`config.mk`:
```
export PLATFORM = sky130hd
export DESIGN_NAME = tsd_back
export DESIGN_NICKNAME = d
export VERILOG_FILES = /design/src/sv/tsd_pkg.sv /design/src/sv/tsd_back.sv
export SDC_FILE = /design/constraint.sdc
export NUM_CORES = 1
export LEC_CHECK = 0
export BUFFER_PORTS_ARGS = -buffer_cell sky130_fd_sc_hd__buf_4
export CAP_MARGIN = 0
export CORE_ASPECT_RATIO = 2
export CORE_UTILIZATION = 50
export CTS_BUF_LIST = sky130_fd_sc_hd__clkbuf_2
export DETAILED_ROUTE_END_ITERATION = 6
export GPL_TIMING_DRIVEN = 0
export PLACE_DENSITY = 0.69
export RECOVER_POWER = 50
export REMOVE_ABC_BUFFERS = 1
export SYNTH_ARGS = -nofsm -noshare
export SYNTH_HDL_FRONTEND = slang
export SYNTH_SLANG_ARGS = --single-unit
```
`constraint.sdc`:
```
create_clock -name clk_i -period 0.9 [get_ports clk_i]
set_input_delay 0.045 -clock clk_i [delete_from_list [all_inputs] [get_ports clk_i]]
set_output_delay 0.045 -clock clk_i [all_outputs]
set_load 0.05 [all_outputs]
```
`src/sv/tsd_pkg.sv`:
```
`timescale 1ns / 1ps
// Package for the degree-input Taylor sine pipeline.
// Holds fixed-point widths, the radian scale constant and the lane types.
// No dependencies.
package tsd_pkg;

  localparam int unsigned ANG_W      = 16;
  localparam int unsigned AMAG_W     = 15;
  localparam int unsigned ANG_LIMIT  = 23040;
  localparam int unsigned RAD_W      = 37;
  localparam logic [RAD_W-1:0] RAD_PER_DEG =
    RAD_W'(((64'd3141592 << 42) + 64'd90000000) / 64'd180000000);

  localparam int unsigned FRAC_W     = 48;
  localparam int unsigned X_W        = 51;
  localparam int unsigned X2_W       = 54;
  localparam int unsigned T_W        = 55;
  localparam int unsigned N_W        = 61;
  localparam int unsigned RECIP_W    = 64;
  localparam int unsigned SUM_W      = 58;

  localparam int unsigned SINE_W     = 32;
  localparam int unsigned OUT_SHIFT  = 18;
  localparam int unsigned MAG_W      = SUM_W - OUT_SHIFT;

  typedef struct packed {
    logic                    sgn;
    logic [X2_W-1:0]         x2;
    logic signed [SUM_W-1:0] sum;
  } tsd_side_t;

  typedef struct packed {
    tsd_side_t       side;
    logic [T_W-1:0]  t;
  } tsd_lane_t;

endpackage

```
`src/sv/tsd_back.sv`:
```
`timescale 1ns / 1ps
// Back end: round the Q48 sum to Q1.30 and saturate to plus or minus one.
// Depends on tsd_pkg.
module tsd_back (
  input  logic                               clk_i,
  input  logic                               rst_ni,
  input  logic                               en_i,
  input  logic                               vld_i,
  input  logic signed [tsd_pkg::SUM_W-1:0]   sum_i,
  output logic                               vld_o,
  output logic signed [tsd_pkg::SINE_W-1:0]  sine_o
);

  localparam int unsigned SW = tsd_pkg::SUM_W;
  localparam int unsigned OW = tsd_pkg::SINE_W;
  localparam int unsigned MW = tsd_pkg::MAG_W;

  logic                 vld_q;
  logic [SW-1:0]        abs_v, rnd_v;
  logic [MW-1:0]        mag, one_v;
  logic [OW-1:0]        mag_s;
  logic signed [OW-1:0] sine_d, sine_q;

  always_comb begin
    abs_v  = sum_i[SW-1] ? SW'(-sum_i) : SW'(sum_i);
    rnd_v  = abs_v + (SW'(1) << (tsd_pkg::OUT_SHIFT - 1));
    mag    = rnd_v[SW-1:tsd_pkg::OUT_SHIFT];
    one_v  = MW'(1) << (OW - 2);
    mag_s  = (mag > one_v) ? OW'(one_v) : OW'(mag);
    sine_d = sum_i[SW-1] ? -$signed(mag_s) : $signed(mag_s);
  end

  always_ff @(posedge clk_i or negedge rst_ni) begin
    if (!rst_ni) begin
      vld_q <= 1'b0;
    end else if (en_i) begin
      vld_q <= vld_i;
    end
  end

  always_ff @(posedge clk_i) begin
    if (en_i) begin
      sine_q <= sine_d;
    end
  end

  assign vld_o  = vld_q;
  assign sine_o = sine_q;

endmodule

```
==> reports/qor.csv, run 1 <==
stage,metric,value,unit
critical_path,required,1.14,ns
cells_and_area,layout.area.seq,986,sq um
placed_design,io_buffers,94,
cts,cts_buffer_depth,2,
cells_and_area,layout-drive-gt1-share,35.5,%
yosys,synthDistinctLibCells,81,
critical_path,crit_top_cell,buf_4,
placed_design,routabilityCongestion,0.896,
yosys,synthesis.area,5080,sq um
cells_and_area,final_cell_mix,"buf_4, xnor2_1, nand2_1",
global_route,antenna_found_initial,1,
power,power_density,796,nW/um^2
timing,rsz0062_at_grt,true,
timing,whs,0.258,ns
power,p_leak,2.56,nW
cts,cts_buffers,5,
critical_path,crit_type,in -> reg,
cts,cts_tree,yes,
yosys,ys_ff_latch,33,
cts,cts_sinks,33,
cts,htreeDepth,2,
run,max_cap_viol_count,0,
global_route,grt_util_met2,61.8,%
critical_path,end_kind,flip-flop,
route,vias,6044,
critical_path,start_kind,input pin,
cts,clock_latency,0.37,ns
cells_and_area,multiInputGateArea,4450,sq um
route,dr.pass1.iters,5,
route,drt_iter0_drc,431,
timing,hold_viol,0,
yosys,synthFlopType,edfxtp_1,
floorplanning,design.die.area,10600,sq um
critical_path,worstPathArrival,5.90,ns
floorplanning,ios,95,
timing,fin_crit,5.66,ns
global_route,grtUsageTotal,32.7,%
hold_path,holdCritPathClass,in -> reg,
global_route,busiest_layer,met2,
critical_path,cp_slowest_cell,or4_4,
floorplanning,fp-row-count,51,
timing,drv_slew,0,
cts,root_buffer,clkbuf_2,
power,ir_worst_vdd,0.832,mV
floorplanning,die_h,145,microns
timing,setup_viol,65,
power,power,5.77,mW
cells_and_area,n_fill_cell,782,
route,wl_per_cell,19.4,microns
floorplanning,coreArea,9830,sq um
yosys,ys_warn_count,0,
cells_and_area,area_growth,42.8,%
timing,worstMarginPinSlew,1.21,ns
global_route,grt_pass1_wl,26.5,mm
yosys,async_reset_ff_share,3.03,%
cells_and_area,final_common_cell,buf_4,
global_route,grt.met1_usage,29.4,%
route,final_antenna_net_count,0,
yosys,seq_area_frac_synth,19.4,%
route,viasPerCell,6.48,
yosys,synthCells,657,
timing,skew,0,ns
cells_and_area,final_nets,862,
floorplanning,start_util,51.7,%
critical_path,crit_path_max_incr_delay,0.59,ns
status,status,"finished, violations left",
route,drc,0,
timing,timing.final.ws_setup,-4.76,ns
critical_path,path_max_fanout,5,
route,wl,18.1,mm
floorplanning,chipWidth,73.3,microns
global_route,grt_use_met3,2.02,%
placed_design,dp_hpwl,11.7,mm
global_route,grt_overflow,0,
timing,fin_crit_sh,629,%
timing,max_slew_margin,18.7,%
cts,clkTransAtPathRegs,0.18,ns
global_route,grt_start_max_net_pins,78,
status,violations,setup timing,
timing,fmax,177,MHz
global_route,grt_pass1_vias,5544,
critical_path,ff2ff_setup_slack,0.11,ns
yosys,synth-edff-count,32,
yosys,syn_area_per_cell,7.73,sq um
-- synth_stat cells (8+ instances only) --
library cell  count  area share [%]
nor2_1           54             4.0
nor4_1           19             2.3
and2_1            8            0.99
o211ai_1         11             1.6
clkbuf_1         29             2.1
xnor2_1          55             9.5
nand4_1          21             2.6
nor3_1           33             3.3
xor2_1           29             5.0
nand3_1          30             3.0
o31ai_1          24             3.5
and3_1           11             1.4
or3_1            17             2.1
or2_2            10             1.2
edfxtp_1         32              19
nand2b_1         12             1.5
nand2_1          50             3.7
or4_1            17             2.5
a21oi_1          16             1.6
o21ai_0          24             2.4
inv_1            10            0.74
-- registers in the layout (all words and copies together) (netlist names) --
signal,flops
sine_o,32
vld_o,1
-- worst max-delay path: cells and delay by family --
| kind | cells | cell delay (ns) |
|---|---|---|
| xor gates and xnor gates | 2 | 0.40 |
| AOI/OAI and AO/OA | 3 | 0.77 |
| adders and majority gates | 1 | 0.17 |
| buffers and inverters | 10 | 1.12 |
| and+or+nand+nor | 11 | 3.38 |
-- what timing repair did --
item                                    CTS  global route
endpoints found under the setup margin   65            65
cloned                                    5             0
endpoints found under the hold margin     2             0
pin swaps                                45            27
gates resized for setup                 122            32
hold buffers                              3             0
buffers inserted                         45            30
-- report_power, final --
part	total, mW	internal [mW]	switching, mW
clock	0.977	0.460	0.517
combinational	2.99	1.21	1.78
sequential	1.80	1.76	0.0378
total	5.77	3.43	2.34
-- cell type report --
cell class	instances	area share, %
multi-input cells	576	61.4
repair buffers	171	21.1
flip-flops and latches	33	13.6
well taps	132	2.28
inverters	10	0.638
clock inverters	3	0.569
clock buffers	5	0.345
repair inverters	1	0.0690
diodes	1	0.0345
-- logic make-up after synthesis --
kind of cell	count (synthesis)	share of synthesized area, %
DFF	33	19.4
AOI/OAI and AO/OA	153	23.1
adders and majority gates	2	0.493
xor gates and xnor gates	84	14.5
muxes	10	2.05
buffers and inverters	52	4.29
and+or+nand+nor	323	36.2
-- metal layers --
| metal | part of all wire, % | routed length [microns] | vias up |
|---|---|---|---|
| met5 | 0 | 0 | - |
| met4 | 9.9 | 1790 | 0 |
| met3 | 5.2 | 943 | 115 |
| met2 | 52 | 9460 | 327 |
| met1 | 33 | 5880 | 2788 |
| li1 | - | - | 2814 |
-- worst paths after layout --
path	from	endpoint	cells past startpoint
worst max register to register	vld_o	vld_o	1
min in group asynchronous	rst_ni	vld_o	3
worst max-delay path	sum_i[1]	sine_o[26]	27
worst min-delay path	sum_i[19]	sine_o[1]	3
max in group asynchronous	rst_ni	vld_o	3
worst min register to register	vld_o	vld_o	1
-- metrics by stage --
stage / worst slack [ns] / TNS [ns] / cells / instance area, sq um / utilization [%]
after floorplan: -5.60 / -160.20 / 615 / 4900 / -
after global placement: -6.86 / -201.92 / 841 / 5770 / 58.7
after detailed placement: -6.97 / -205.54 / 841 / 5770 / 58.7
after CTS: -4.68 / -139.31 / 902 / 6850 / 69.7
after global routing: -4.90 / -144.52 / 932 / 7250 / 73.8
final: -4.76 / -140.85 / 932 / 7250 / 73.8
Note: power is estimated with default switching activity, not from simulation.
==> run 2: changes to the inputs <==
--- a/config.mk
+++ b/config.mk
@@ -18,3 +18,4 @@
 export SYNTH_ARGS = -nofsm -noshare
 export SYNTH_HDL_FRONTEND = slang
 export SYNTH_SLANG_ARGS = --single-unit
+export TNS_END_PERCENT = 5
==> constraint.sdc (replaced) <==
create_clock -name clk_i -period 5.6 [get_ports clk_i]
set_input_delay 0.28 -clock clk_i [delete_from_list [all_inputs] [get_ports clk_i]]
set_output_delay 0.28 -clock clk_i [all_outputs]
set_load 0.05 [all_outputs]
==> reports/qor.csv, run 2 (synthesis gave the netlist of run 1 again) <==
stage,metric,value,unit
power,p_leak,2.24,nW
cts,cts_buffer_depth,2,
critical_path,path_max_fanout,11,
cts,clock_latency,0.37,ns
global_route,grt_util_met2,55.6,%
cells_and_area,final_cell_mix,"buf_4, xnor2_1, nor2_1",
cells_and_area,fin_util,65.2,%
cells_and_area,layout-drive-gt1-share,26.6,%
timing,finalSetupTns,-2.71,ns
critical_path,crit_type,in -> reg,
timing,setup_viol,13,
global_route,grt_overflow,0,
timing,fin_crit,5.97,ns
route,wl,16.0,mm
power,power,0.862,mW
timing,timing.final.ws_setup,-0.370,ns
status,violations,"capacitance limit, slew limit, setup timing",
cts,cts_buffers,5,
cts,cts_sinks,33,
timing,fmax,168,MHz
critical_path,required,5.84,ns
timing,skew,0,ns
cells_and_area,final_area,6410,sq um
timing,rsz0062_at_grt,true,
route,viasPerCell,6.37,
global_route,grt_pass1_vias,5232,
timing,fin_crit_sh,107,%
timing,drv_slew,34,
global_route,antenna_found_initial,1,
global_route,grt_pass1_wl,24.5,mm
floorplanning,die_h,145,microns
cts,root_buffer,clkbuf_2,
global_route,busiest_layer,met2,
timing,max_slew_margin,-6.32,%
hold_path,holdCritPathClass,in -> reg,
floorplanning,design.die.area,10600,sq um
cts,clkTransAtPathRegs,0.17,ns
floorplanning,fp-row-count,51,
global_route,grt.met1_usage,28.0,%
critical_path,start_kind,input pin,
route,vias,5682,
placed_design,placed_area,5770,sq um
route,final_antenna_net_count,0,
cells_and_area,n_fill_cell,917,
cells_and_area,final_common_cell,buf_4,
floorplanning,ios,95,
floorplanning,start_util,51.7,%
placed_design,routabilityCongestion,0.896,
route,wl_per_cell,18.0,microns
status,status,"finished, violations left",
route,drt_iter0_drc,338,
critical_path,end_kind,flip-flop,
cts,cts_tree,yes,
cells_and_area,largest_reg_flops,32,
route,dr.pass1.iters,5,
floorplanning,chipWidth,73.3,microns
placed_design,dp_cells,841,
run,max_cap_viol_count,1,
cells_and_area,instances_no_fill,892,
timing,whs,0.140,ns
global_route,grt_start_max_net_pins,78,
critical_path,worstPathArrival,6.21,ns
placed_design,place_ws,-2.51,ns
cts,htreeDepth,2,
global_route,grtUsageTotal,29.8,%
cells_and_area,area_growth,26.3,%
placed_design,io_buffers,94,
floorplanning,coreArea,9830,sq um
placed_design,dp_hpwl,11.7,mm
power,power_density,134,nW/um^2
global_route,grt_use_met3,1.81,%
timing,worstMarginPinSlew,1.59,ns
cells_and_area,final_nets,822,
power,ir_worst_vdd,0.133,mV
timing,hold_viol,0,
route,drc,0,
run 2: worst max-delay path, stage by stage:
cell and delay [ns]:
buf_4 0.11, or4_4 0.57, or4_4 0.55, o31ai_4 0.21, xor2_1 0.12, inv_1 0.12, ha_4 0.14, nand2_1 0.05
or4_4 0.41, o211ai_1 0.18, buf_4 0.17, o211ai_4 0.12, buf_4 0.23, or3_4 0.38, nor4_4 0.20, mux2i_1 0.24
a2bb2oi_1 0.15, and2_4 0.23, and3_4 0.19, inv_2 0.06, ha_4 0.16, and2_4 0.15, nand4_1 0.18, or3_4 0.44
a2111o_1 0.44, o211ai_1 0.12
run 2: layer usage:
metal  up-vias  wire [microns]
met5         -               0
met4         0            1210
met3        79             715
met2       252            8560
met1      2613            5540
li1       2738               -
run 2: path summary, 6_finish.rpt:
check	slack, ns	cells after the start	endpoint	from
worst max-delay path	-0.37	26	sine_o[24]	sum_i[1]
worst min-delay path	0.14	2	vld_o	vld_i
worst max register to register	4.83	1	vld_o	vld_o
worst min register to register	0.55	1	vld_o	vld_o
max in group asynchronous	5.32	2	vld_o	rst_ni
min in group asynchronous	0.20	2	vld_o	rst_ni
run 2: final cells by class:
| type | count | area, sq um | share of cell area (%) |
|---|---|---|---|
| Multi-Input combinational cell | 573 | 4160 | 64.9 |
| Timing Repair Buffer | 134 | 987 | 15.4 |
| Sequential cell | 33 | 986 | 15.4 |
| Tap cell | 132 | 165 | 2.58 |
| Clock inverter | 3 | 41.3 | 0.644 |
| Inverter | 10 | 41.3 | 0.644 |
| Clock buffer | 5 | 25.0 | 0.390 |
| Timing Repair inverter | 1 | 5.00 | 0.0781 |
| Antenna cell | 1 | 2.50 | 0.0390 |
run 2: repair_timing:
action,CTS,global route
hold endpoints to repair,1,0
cloned,2,0
resized for setup,41,11
setup endpoints to repair,32,30
pin swaps,18,8
buffers inserted,27,12
hold buffers,1,0
run 2: power by group:
group / switching (mW) / total (mW) / internal [mW]
clock network: 0.0841 / 0.158 / 0.0739
registers: 0.00350 / 0.287 / 0.283
logic: 0.258 / 0.417 / 0.159
